<file path="src/rtl/core/pcxrle_pkg.sv">
// shared types, constants and helpers for the run-length line encoder
package pcxrle_pkg;

    localparam int unsigned SAMPLE_W    = 8;
    localparam int unsigned RUN_W       = 6;
    localparam int unsigned SLOT_N      = 5;
    localparam int unsigned QUEUE_DEPTH = 4;

    localparam logic [SAMPLE_W-1:0] RUN_MARK = 8'hC0;
    localparam logic [RUN_W-1:0]    RUN_MAX  = 6'd63;
    localparam logic [SAMPLE_W-1:0] PAD_BYTE = 8'h00;

    // byte slot positions inside one job, in output order
    localparam int unsigned SLOT_A_HDR = 0;
    localparam int unsigned SLOT_A_VAL = 1;
    localparam int unsigned SLOT_B_HDR = 2;
    localparam int unsigned SLOT_B_VAL = 3;
    localparam int unsigned SLOT_PAD   = 4;

    typedef struct packed {
        logic [SLOT_N-1:0]   slots;
        logic [SAMPLE_W-1:0] a_hdr;
        logic [SAMPLE_W-1:0] a_val;
        logic [SAMPLE_W-1:0] b_hdr;
        logic [SAMPLE_W-1:0] b_val;
    } t_job;

    typedef struct packed {
        logic full;
        logic empty;
    } t_q_status;

    function automatic logic [SAMPLE_W-1:0] f_run_hdr(input logic [RUN_W-1:0] count);
        f_run_hdr = RUN_MARK | {{(SAMPLE_W-RUN_W){1'b0}}, count};
    endfunction

    function automatic logic f_is_literal(input logic [SAMPLE_W-1:0] value,
                                          input logic [RUN_W-1:0]    count);
        f_is_literal = (count == RUN_W'(1)) && (value[7:6] != 2'b11);
    endfunction

endpackage

</file>
<file path="src/rtl/core/pcxrle_front.sv">
// front part: keeps the run state and turns each request into a byte job
module pcxrle_front (
    input  logic                            i_clk,
    input  logic                            i_rst_n,
    input  logic                            i_accept,
    input  logic [pcxrle_pkg::SAMPLE_W-1:0] i_sample,
    input  logic                            i_line_end,
    output logic                            o_push,
    output pcxrle_pkg::t_job                o_job
);
    import pcxrle_pkg::*;

    logic [SAMPLE_W-1:0] r_held, n_held;
    logic [RUN_W-1:0]    r_len, n_len;
    logic                r_started, n_started;
    logic                r_odd, n_odd;

    logic [RUN_W-1:0]    w_inc;
    logic                w_a_en, w_b_en, w_pad;
    logic [SAMPLE_W-1:0] w_a_val, w_b_val;
    logic [RUN_W-1:0]    w_a_cnt, w_b_cnt;

    always_comb begin
        n_held    = r_held;
        n_len     = r_len;
        n_started = r_started;
        n_odd     = r_odd;
        w_inc     = r_len + RUN_W'(1);
        w_a_en    = 1'b0;
        w_a_val   = r_held;
        w_a_cnt   = r_len;
        w_b_en    = 1'b0;
        w_b_val   = '0;
        w_b_cnt   = '0;
        w_pad     = 1'b0;
        if (i_accept) begin
            if (!r_started) begin
                n_held    = i_sample;
                n_len     = RUN_W'(1);
                n_started = 1'b1;
            end else if (i_sample == r_held) begin
                if (w_inc == RUN_MAX) begin
                    w_a_en  = 1'b1;
                    w_a_cnt = RUN_MAX;
                    n_len   = '0;
                end else begin
                    n_len = w_inc;
                end
            end else begin
                w_a_en = (r_len != '0);
                n_held = i_sample;
                n_len  = RUN_W'(1);
            end
            n_odd = ~r_odd;
            if (i_line_end) begin
                w_b_en    = (n_len != '0);
                w_b_val   = n_held;
                w_b_cnt   = n_len;
                w_pad     = n_odd;
                n_held    = '0;
                n_len     = '0;
                n_started = 1'b0;
                n_odd     = 1'b0;
            end
        end
    end

    always_comb begin
        o_job.slots             = '0;
        o_job.slots[SLOT_A_HDR] = w_a_en && !f_is_literal(w_a_val, w_a_cnt);
        o_job.slots[SLOT_A_VAL] = w_a_en;
        o_job.slots[SLOT_B_HDR] = w_b_en && !f_is_literal(w_b_val, w_b_cnt);
        o_job.slots[SLOT_B_VAL] = w_b_en;
        o_job.slots[SLOT_PAD]   = w_pad;
        o_job.a_hdr             = f_run_hdr(w_a_cnt);
        o_job.a_val             = w_a_val;
        o_job.b_hdr             = f_run_hdr(w_b_cnt);
        o_job.b_val             = w_b_val;
    end

    assign o_push = i_accept && (o_job.slots != '0);

    always_ff @(posedge i_clk) begin
        if (!i_rst_n) begin
            r_held    <= '0;
            r_len     <= '0;
            r_started <= 1'b0;
            r_odd     <= 1'b0;
        end else begin
            r_held    <= n_held;
            r_len     <= n_len;
            r_started <= n_started;
            r_odd     <= n_odd;
        end
    end

endmodule

</file>
<file path="src/rtl/core/pcxrle_queue.sv">
// short job queue between the front and back parts
module pcxrle_queue #(
    parameter int unsigned P_DEPTH = pcxrle_pkg::QUEUE_DEPTH
) (
    input  logic                   i_clk,
    input  logic                   i_rst_n,
    input  logic                   i_push,
    input  pcxrle_pkg::t_job       i_job,
    input  logic                   i_pop,
    output pcxrle_pkg::t_job       o_job,
    output pcxrle_pkg::t_q_status  o_status
);
    import pcxrle_pkg::*;

    localparam int unsigned PTR_W = (P_DEPTH > 1) ? $clog2(P_DEPTH) : 1;
    localparam int unsigned CNT_W = $clog2(P_DEPTH + 1);
    localparam logic [PTR_W-1:0] PTR_LAST = PTR_W'(P_DEPTH - 1);

    t_job             r_mem [P_DEPTH];
    logic [PTR_W-1:0] r_wr_ptr, n_wr_ptr;
    logic [PTR_W-1:0] r_rd_ptr, n_rd_ptr;
    logic [CNT_W-1:0] r_count, n_count;
    logic             w_do_push, w_do_pop;

    assign o_status.full  = (r_count == CNT_W'(P_DEPTH));
    assign o_status.empty = (r_count == '0);
    assign w_do_push      = i_push && !o_status.full;
    assign w_do_pop       = i_pop && !o_status.empty;
    assign o_job          = r_mem[r_rd_ptr];

    always_comb begin
        n_wr_ptr = r_wr_ptr;
        n_rd_ptr = r_rd_ptr;
        n_count  = r_count;
        if (w_do_push) begin
            n_wr_ptr = (r_wr_ptr == PTR_LAST) ? '0 : r_wr_ptr + PTR_W'(1);
        end
        if (w_do_pop) begin
            n_rd_ptr = (r_rd_ptr == PTR_LAST) ? '0 : r_rd_ptr + PTR_W'(1);
        end
        if (w_do_push && !w_do_pop) begin
            n_count = r_count + CNT_W'(1);
        end else if (!w_do_push && w_do_pop) begin
            n_count = r_count - CNT_W'(1);
        end
    end

    always_ff @(posedge i_clk) begin
        if (w_do_push) begin
            r_mem[r_wr_ptr] <= i_job;
        end
    end

    always_ff @(posedge i_clk) begin
        if (!i_rst_n) begin
            r_wr_ptr <= '0;
            r_rd_ptr <= '0;
            r_count  <= '0;
        end else begin
            r_wr_ptr <= n_wr_ptr;
            r_rd_ptr <= n_rd_ptr;
            r_count  <= n_count;
        end
    end

endmodule

</file>
<file path="src/rtl/core/pcxrle_back.sv">
// back part: plays out the bytes of each job one per cycle while i_tready is high
module pcxrle_back (
    input  logic                            i_clk,
    input  logic                            i_rst_n,
    input  pcxrle_pkg::t_job                i_job,
    input  pcxrle_pkg::t_q_status           i_q_status,
    output logic                            o_pop,
    output logic                            o_tvalid,
    input  logic                            i_tready,
    output logic [pcxrle_pkg::SAMPLE_W-1:0] o_code_byte,
    output logic                            o_last,
    output logic                            o_pad
);
    import pcxrle_pkg::*;

    logic [SLOT_N-1:0]   r_slots, n_slots;
    logic [SAMPLE_W-1:0] r_a_hdr, r_a_val, r_b_hdr, r_b_val;
    logic [SLOT_N-1:0]   w_low;
    logic                w_take, w_load;

    assign w_low    = r_slots & (~r_slots + SLOT_N'(1));
    assign o_tvalid = (r_slots != '0);
    assign o_last   = ((r_slots & (r_slots - SLOT_N'(1))) == '0);
    assign o_pad    = w_low[SLOT_PAD];
    assign w_take   = o_tvalid && i_tready;
    assign w_load   = (!o_tvalid || (w_take && o_last));
    assign o_pop    = w_load && !i_q_status.empty;

    always_comb begin
        if (w_low[SLOT_A_HDR]) begin
            o_code_byte = r_a_hdr;
        end else if (w_low[SLOT_A_VAL]) begin
            o_code_byte = r_a_val;
        end else if (w_low[SLOT_B_HDR]) begin
            o_code_byte = r_b_hdr;
        end else if (w_low[SLOT_B_VAL]) begin
            o_code_byte = r_b_val;
        end else begin
            o_code_byte = PAD_BYTE;
        end
    end

    always_comb begin
        n_slots = r_slots;
        if (o_pop) begin
            n_slots = i_job.slots;
        end else if (w_load) begin
            n_slots = '0;
        end else if (w_take) begin
            n_slots = r_slots & ~w_low;
        end
    end

    always_ff @(posedge i_clk) begin
        if (o_pop) begin
            r_a_hdr <= i_job.a_hdr;
            r_a_val <= i_job.a_val;
            r_b_hdr <= i_job.b_hdr;
            r_b_val <= i_job.b_val;
        end
    end

    always_ff @(posedge i_clk) begin
        if (!i_rst_n) begin
            r_slots <= '0;
        end else begin
            r_slots <= n_slots;
        end
    end

endmodule

</file>
<file path="src/rtl/core/pcx_rle_line_encoder_unit.sv">
// Run-length line encoder: takes one 8-bit sample per request with a line-end mark in
// tlast, and sends encoded bytes (literal, count 0xC0|n, run value, or a zero pad on odd
// line lengths, flagged in tuser) with tlast on the final byte caused by each sample.
// A sample is taken in the cycle it arrives while the job queue has room; the output
// sends one byte per cycle while tready is high, and the bytes a sample causes
// are none inside a run, one or two when a run closes or reaches 63 mid-line, up to
// five at a line end. The byte output port sets the sustained rate; a new job is written
// into the queue, then loaded into the back part once that is idle or taking its last byte.
module pcx_rle_line_encoder_unit #(
    parameter int unsigned P_QUEUE_DEPTH = pcxrle_pkg::QUEUE_DEPTH
) (
    input  logic                            i_clk,
    input  logic                            i_rst_n,
    input  logic                            i_s_axis_tvalid,
    output logic                            o_s_axis_tready,
    input  logic [pcxrle_pkg::SAMPLE_W-1:0] i_s_axis_tdata,  // [7:0] sample
    input  logic                            i_s_axis_tlast,  // line_end
    output logic                            o_m_axis_tvalid,
    input  logic                            i_m_axis_tready,
    output logic [pcxrle_pkg::SAMPLE_W-1:0] o_m_axis_tdata,  // [7:0] code_byte
    output logic                            o_m_axis_tlast,  // last_of_item
    output logic                            o_m_axis_tuser   // [0] pad_flag
);
    import pcxrle_pkg::*;

    logic      w_accept;
    logic      w_push, w_pop;
    t_job      w_push_job, w_pop_job;
    t_q_status w_q_status;

    assign o_s_axis_tready = !w_q_status.full;
    assign w_accept        = i_s_axis_tvalid && o_s_axis_tready;

    pcxrle_front u_front (
        .i_clk      (i_clk),
        .i_rst_n    (i_rst_n),
        .i_accept   (w_accept),
        .i_sample   (i_s_axis_tdata),
        .i_line_end (i_s_axis_tlast),
        .o_push     (w_push),
        .o_job      (w_push_job)
    );

    pcxrle_queue #(
        .P_DEPTH (P_QUEUE_DEPTH)
    ) u_queue (
        .i_clk    (i_clk),
        .i_rst_n  (i_rst_n),
        .i_push   (w_push),
        .i_job    (w_push_job),
        .i_pop    (w_pop),
        .o_job    (w_pop_job),
        .o_status (w_q_status)
    );

    pcxrle_back u_back (
        .i_clk       (i_clk),
        .i_rst_n     (i_rst_n),
        .i_job       (w_pop_job),
        .i_q_status  (w_q_status),
        .o_pop       (w_pop),
        .o_tvalid    (o_m_axis_tvalid),
        .i_tready    (i_m_axis_tready),
        .o_code_byte (o_m_axis_tdata),
        .o_last      (o_m_axis_tlast),
        .o_pad       (o_m_axis_tuser)
    );

`ifndef SYNTHESIS
    a_no_push_when_full : assert property (@(posedge i_clk) disable iff (!i_rst_n)
        !(w_push && w_q_status.full))
        else $error("job pushed into a full queue");

    a_no_pop_when_empty : assert property (@(posedge i_clk) disable iff (!i_rst_n)
        !(w_pop && w_q_status.empty))
        else $error("job popped from an empty queue");

    a_pad_is_zero_and_last : assert property (@(posedge i_clk) disable iff (!i_rst_n)
        (o_m_axis_tvalid && o_m_axis_tuser) |-> (o_m_axis_tlast && (o_m_axis_tdata == PAD_BYTE)))
        else $error("pad byte not zero or not last of its request");

    a_pop_needs_idle_output : assert property (@(posedge i_clk) disable iff (!i_rst_n)
        w_pop |-> (!o_m_axis_tvalid || (i_m_axis_tready && o_m_axis_tlast)))
        else $error("new job loaded while bytes of the current one remain");
`endif

endmodule
</file>
<file path="config.mk">
export PLATFORM = sky130hd
export DESIGN_NAME = pcx_rle_line_encoder_unit
export DESIGN_NICKNAME = d
export VERILOG_FILES = /design/src/rtl/core/pcxrle_pkg.sv /design/src/rtl/core/pcxrle_front.sv /design/src/rtl/core/pcxrle_queue.sv /design/src/rtl/core/pcxrle_back.sv /design/src/rtl/core/pcx_rle_line_encoder_unit.sv
export SDC_FILE = /design/constraint.sdc
export NUM_CORES = 1
export LEC_CHECK = 0
export BUFFER_PORTS_ARGS = -buffer_cell sky130_fd_sc_hd__buf_4
export CAP_MARGIN = 20
export CORE_MARGIN = 3
export CORE_UTILIZATION = 60
export DETAILED_ROUTE_END_ITERATION = 6
export PLACE_DENSITY = 0.85
export SLEW_MARGIN = 15
export SYNTH_ARGS = -nofsm -noshare
export SYNTH_HDL_FRONTEND = slang
export SYNTH_SLANG_ARGS = --single-unit
</file>
<file path="constraint.sdc">
create_clock -name i_clk -period 5.6 [get_ports i_clk]
set_input_delay 1.68 -clock i_clk [delete_from_list [all_inputs] [get_ports i_clk]]
set_output_delay 1.68 -clock i_clk [all_outputs]
set_load 0.02 [all_outputs]
</file>
==> out/qor.csv <==
metric,value,unit
drive_gt1_share,20.23,%
clk_pin_slew,60,ps
first_global_vias,4558,
final_common_cell,edfxtp_1,
clock-sinks,190,
hold_viol,0,
cts_resized,0,
io_buffers,24,
cts_tree,done,
seqPwrFrac,47.3,%
ys_types,49,
place_hpwl,9729,um
wl,15990,um
ys_seq_area_share,69.23,%
netlist_instances,494,
ys_ff_latch,190,
timing.fmax,0.2146,GHz
clock_path_buffers,2,
yosys_warnings,0,
ys_async_sr_fraction,0,%
p_leak,2.973,nW
syn_to_final_growth,11.78,%
status,"finished, final reports clean",
criticalPathCategory,input pin to flip-flop,
clkPwrFrac,27.2,%
syn_avg_cell_area,15.80,um2
place_ws,544.5,ps
rsz0062_at_grt,false,
seq_area,5406,um2
arrival,5010,ps
power_density,488.6,nW/um2
intPower,0.002984,W
antenna_found_initial,0,
critPathMaxFanout,7,
drc,0,
cp-start-kind,input pin,
fill_cells,785,
setup-tns-final,0,ps
ant_nets,0,
grt_pass1_wl,25190,um
yosys.area.top_type,edfxtp_1,
clock_latency,420,ps
synth.area.top_cells,"edfxtp_1 (62%), mux4_2 (9.5%), dfxtp_1 (7.7%)",
via_per_inst,6.214,
fin_nets,539,
p_sw_share,30.02,%
drtIter0Drc,445,
netlist_area,7807,um2
rows,41,
grt_overflow,0,
slew_viol_final,0,
setup_ws,940.1,ps
grt_use_total,23.87,%
irDropWorstVdd,0.2481,mV
maxSlewHeadroom,52.27,%
p_comb_share,25.5,%
drv_cap,0,
cts_buffers,17,
io_pins,25,
p_sw,0.001280,W
first_pass_iters,5,
final_cell_mix,"edfxtp_1 (160), nand2_1 (35), mux4_2 (33), buf_4 (32), dfxtp_1 (29)",
hold_class,flip-flop to flip-flop,
post-route-period-util,83.21,%
ctsHoldBuffers,0,
setup_viol_count_final,0,
via_count,4356,
wl_per_cell,22.80,um
end_kind,flip-flop,
cts_root_buf,clkbuf_16,
h-tree-depth,4,
start_util,61.62,%
worstPathRequired,5950,ps
synth_ff_type,edfxtp_1,
grt_max_degree,37,
die_w,120.1,um
synth_fp_nets,517,
post_cts_buffers,0,
die-area,14420,um2
clock_skew,8.212,ps
worstMarginPinSlew,715.0,ps
die_h,120.1,um
globalplace.congestion,0.8759,
fin_crit,4660,ps
synth_edf_count,160,
diodes,0,
synth_top_cell_area_share,61.54,%
core_area,12670,um2
multi_input_area,2261,um2
## power by group through the flow
stage          clock network (W)  registers [W]  logic, W
2_1_floorplan                  0        0.00197  0.000777
3_3_place_gp                   0        0.00201   0.00105
3_5_place_dp                   0        0.00204   0.00108
4_1_cts                  0.00117        0.00202   0.00110
5_1_grt                  0.00123        0.00204   0.00118
6_report                 0.00116        0.00202   0.00109
## sequential cells by signal, summed over array words and instances, names as in the netlist, named ones only
| name | cells |
|---|---|
| u_front.r_started | 1 |
| u_queue.r_mem | 132 |
| u_back.r_b_val | 8 |
| u_back.r_a_hdr | 6 |
| u_back.r_b_hdr | 6 |
| u_front.r_len | 6 |
| u_queue.r_wr_ptr | 2 |
| u_front.r_odd | 1 |
| u_queue.r_rd_ptr | 2 |
| u_back.r_slots | 5 |
| u_queue.r_count | 3 |
| u_back.r_a_val | 8 |
| u_front.r_held | 8 |
## final timing paths
path	endpoint	startpoint	slack, ps	cells past startpoint
setup reg to reg	u_queue.r_count[2]$_SDFFE_PN0P_	u_front.r_len[0]$_SDFFE_PN0P_	1850	13
setup / recovery	u_queue.r_count[2]$_SDFFE_PN0P_	i_s_axis_tdata[3]	940	13
hold / removal	u_queue.r_wr_ptr[1]$_SDFFE_PN0P_	u_queue.r_wr_ptr[1]$_SDFFE_PN0P_	530	2
hold reg to reg	u_queue.r_wr_ptr[1]$_SDFFE_PN0P_	u_queue.r_wr_ptr[1]$_SDFFE_PN0P_	530	2
## kinds of logic (layout without fill, tap and decap cells)
group	Yosys count	count (layout)	synth area share, %
AND/OR/NAND/NOR	135	135	9.087
buffers and inverters	38	73	1.971
flip-flops	190	190	69.23
adder cells (fa/ha/maj)	11	11	1.827
multiplexers	38	38	10.16
XOR/XNOR	14	14	1.571
AO/OA/AOI/OAI	68	68	6.154
## per-stage QoR
stage               cell area (um2)  hold WS [ps]  power [W]  std cells  util [%]
global placement               8157         481.6   0.003062        669     64.37
detailed placement             8157         522.4   0.003116        669     64.37
floorplan                      7807         470.9   0.002743        494         -
CTS                            8727         531.1   0.004289        701     68.88
global route                   8727         557.6   0.004446        701     68.88
finish                         8727         527.1   0.004264        701     68.88
## worst max-delay path, cell delays in order
cell and delay (ps):
buf_4 120, xor2_1 170, nor4_1 600, nand3_1 320
or3_4 480, a211oi_4 460, inv_1 90, ha_1 240
inv_1 80, fa_1 180, xor2_1 80, or3_1 320
a21boi_0 170
## cell usage after synthesis (11+ instances only)
master and instances:
a21oi_1 11, nand2_1 35, and2_1 11, xor2_1 11, a21boi_0 15, edfxtp_1 160
clkbuf_1 23, o21ai_0 13, dfxtp_1 30, nor2b_1 22, mux4_2 33, nor2_1 25
## area by class of cell
| type | instances | area share (%) |
|---|---|---|
| Sequential cell | 190 | 61.95 |
| Multi-Input combinational cell | 266 | 25.91 |
| Clock buffer | 18 | 4.918 |
| Timing Repair Buffer | 32 | 2.753 |
| Tap cell | 172 | 2.466 |
| Clock inverter | 14 | 1.620 |
| Inverter | 9 | 0.3871 |
## routing by layer
metal / GRT usage [%] / share of wire, % / up-vias
li1: - / - / 1929
met1: 30.02 / 39 / 2201
met2: 38.50 / 50 / 174
met3: 6.315 / 6.6 / 52
met4: 12.24 / 3.9 / 0
met5: 0 / 0 / -
(Power assumes the default switching activity.)
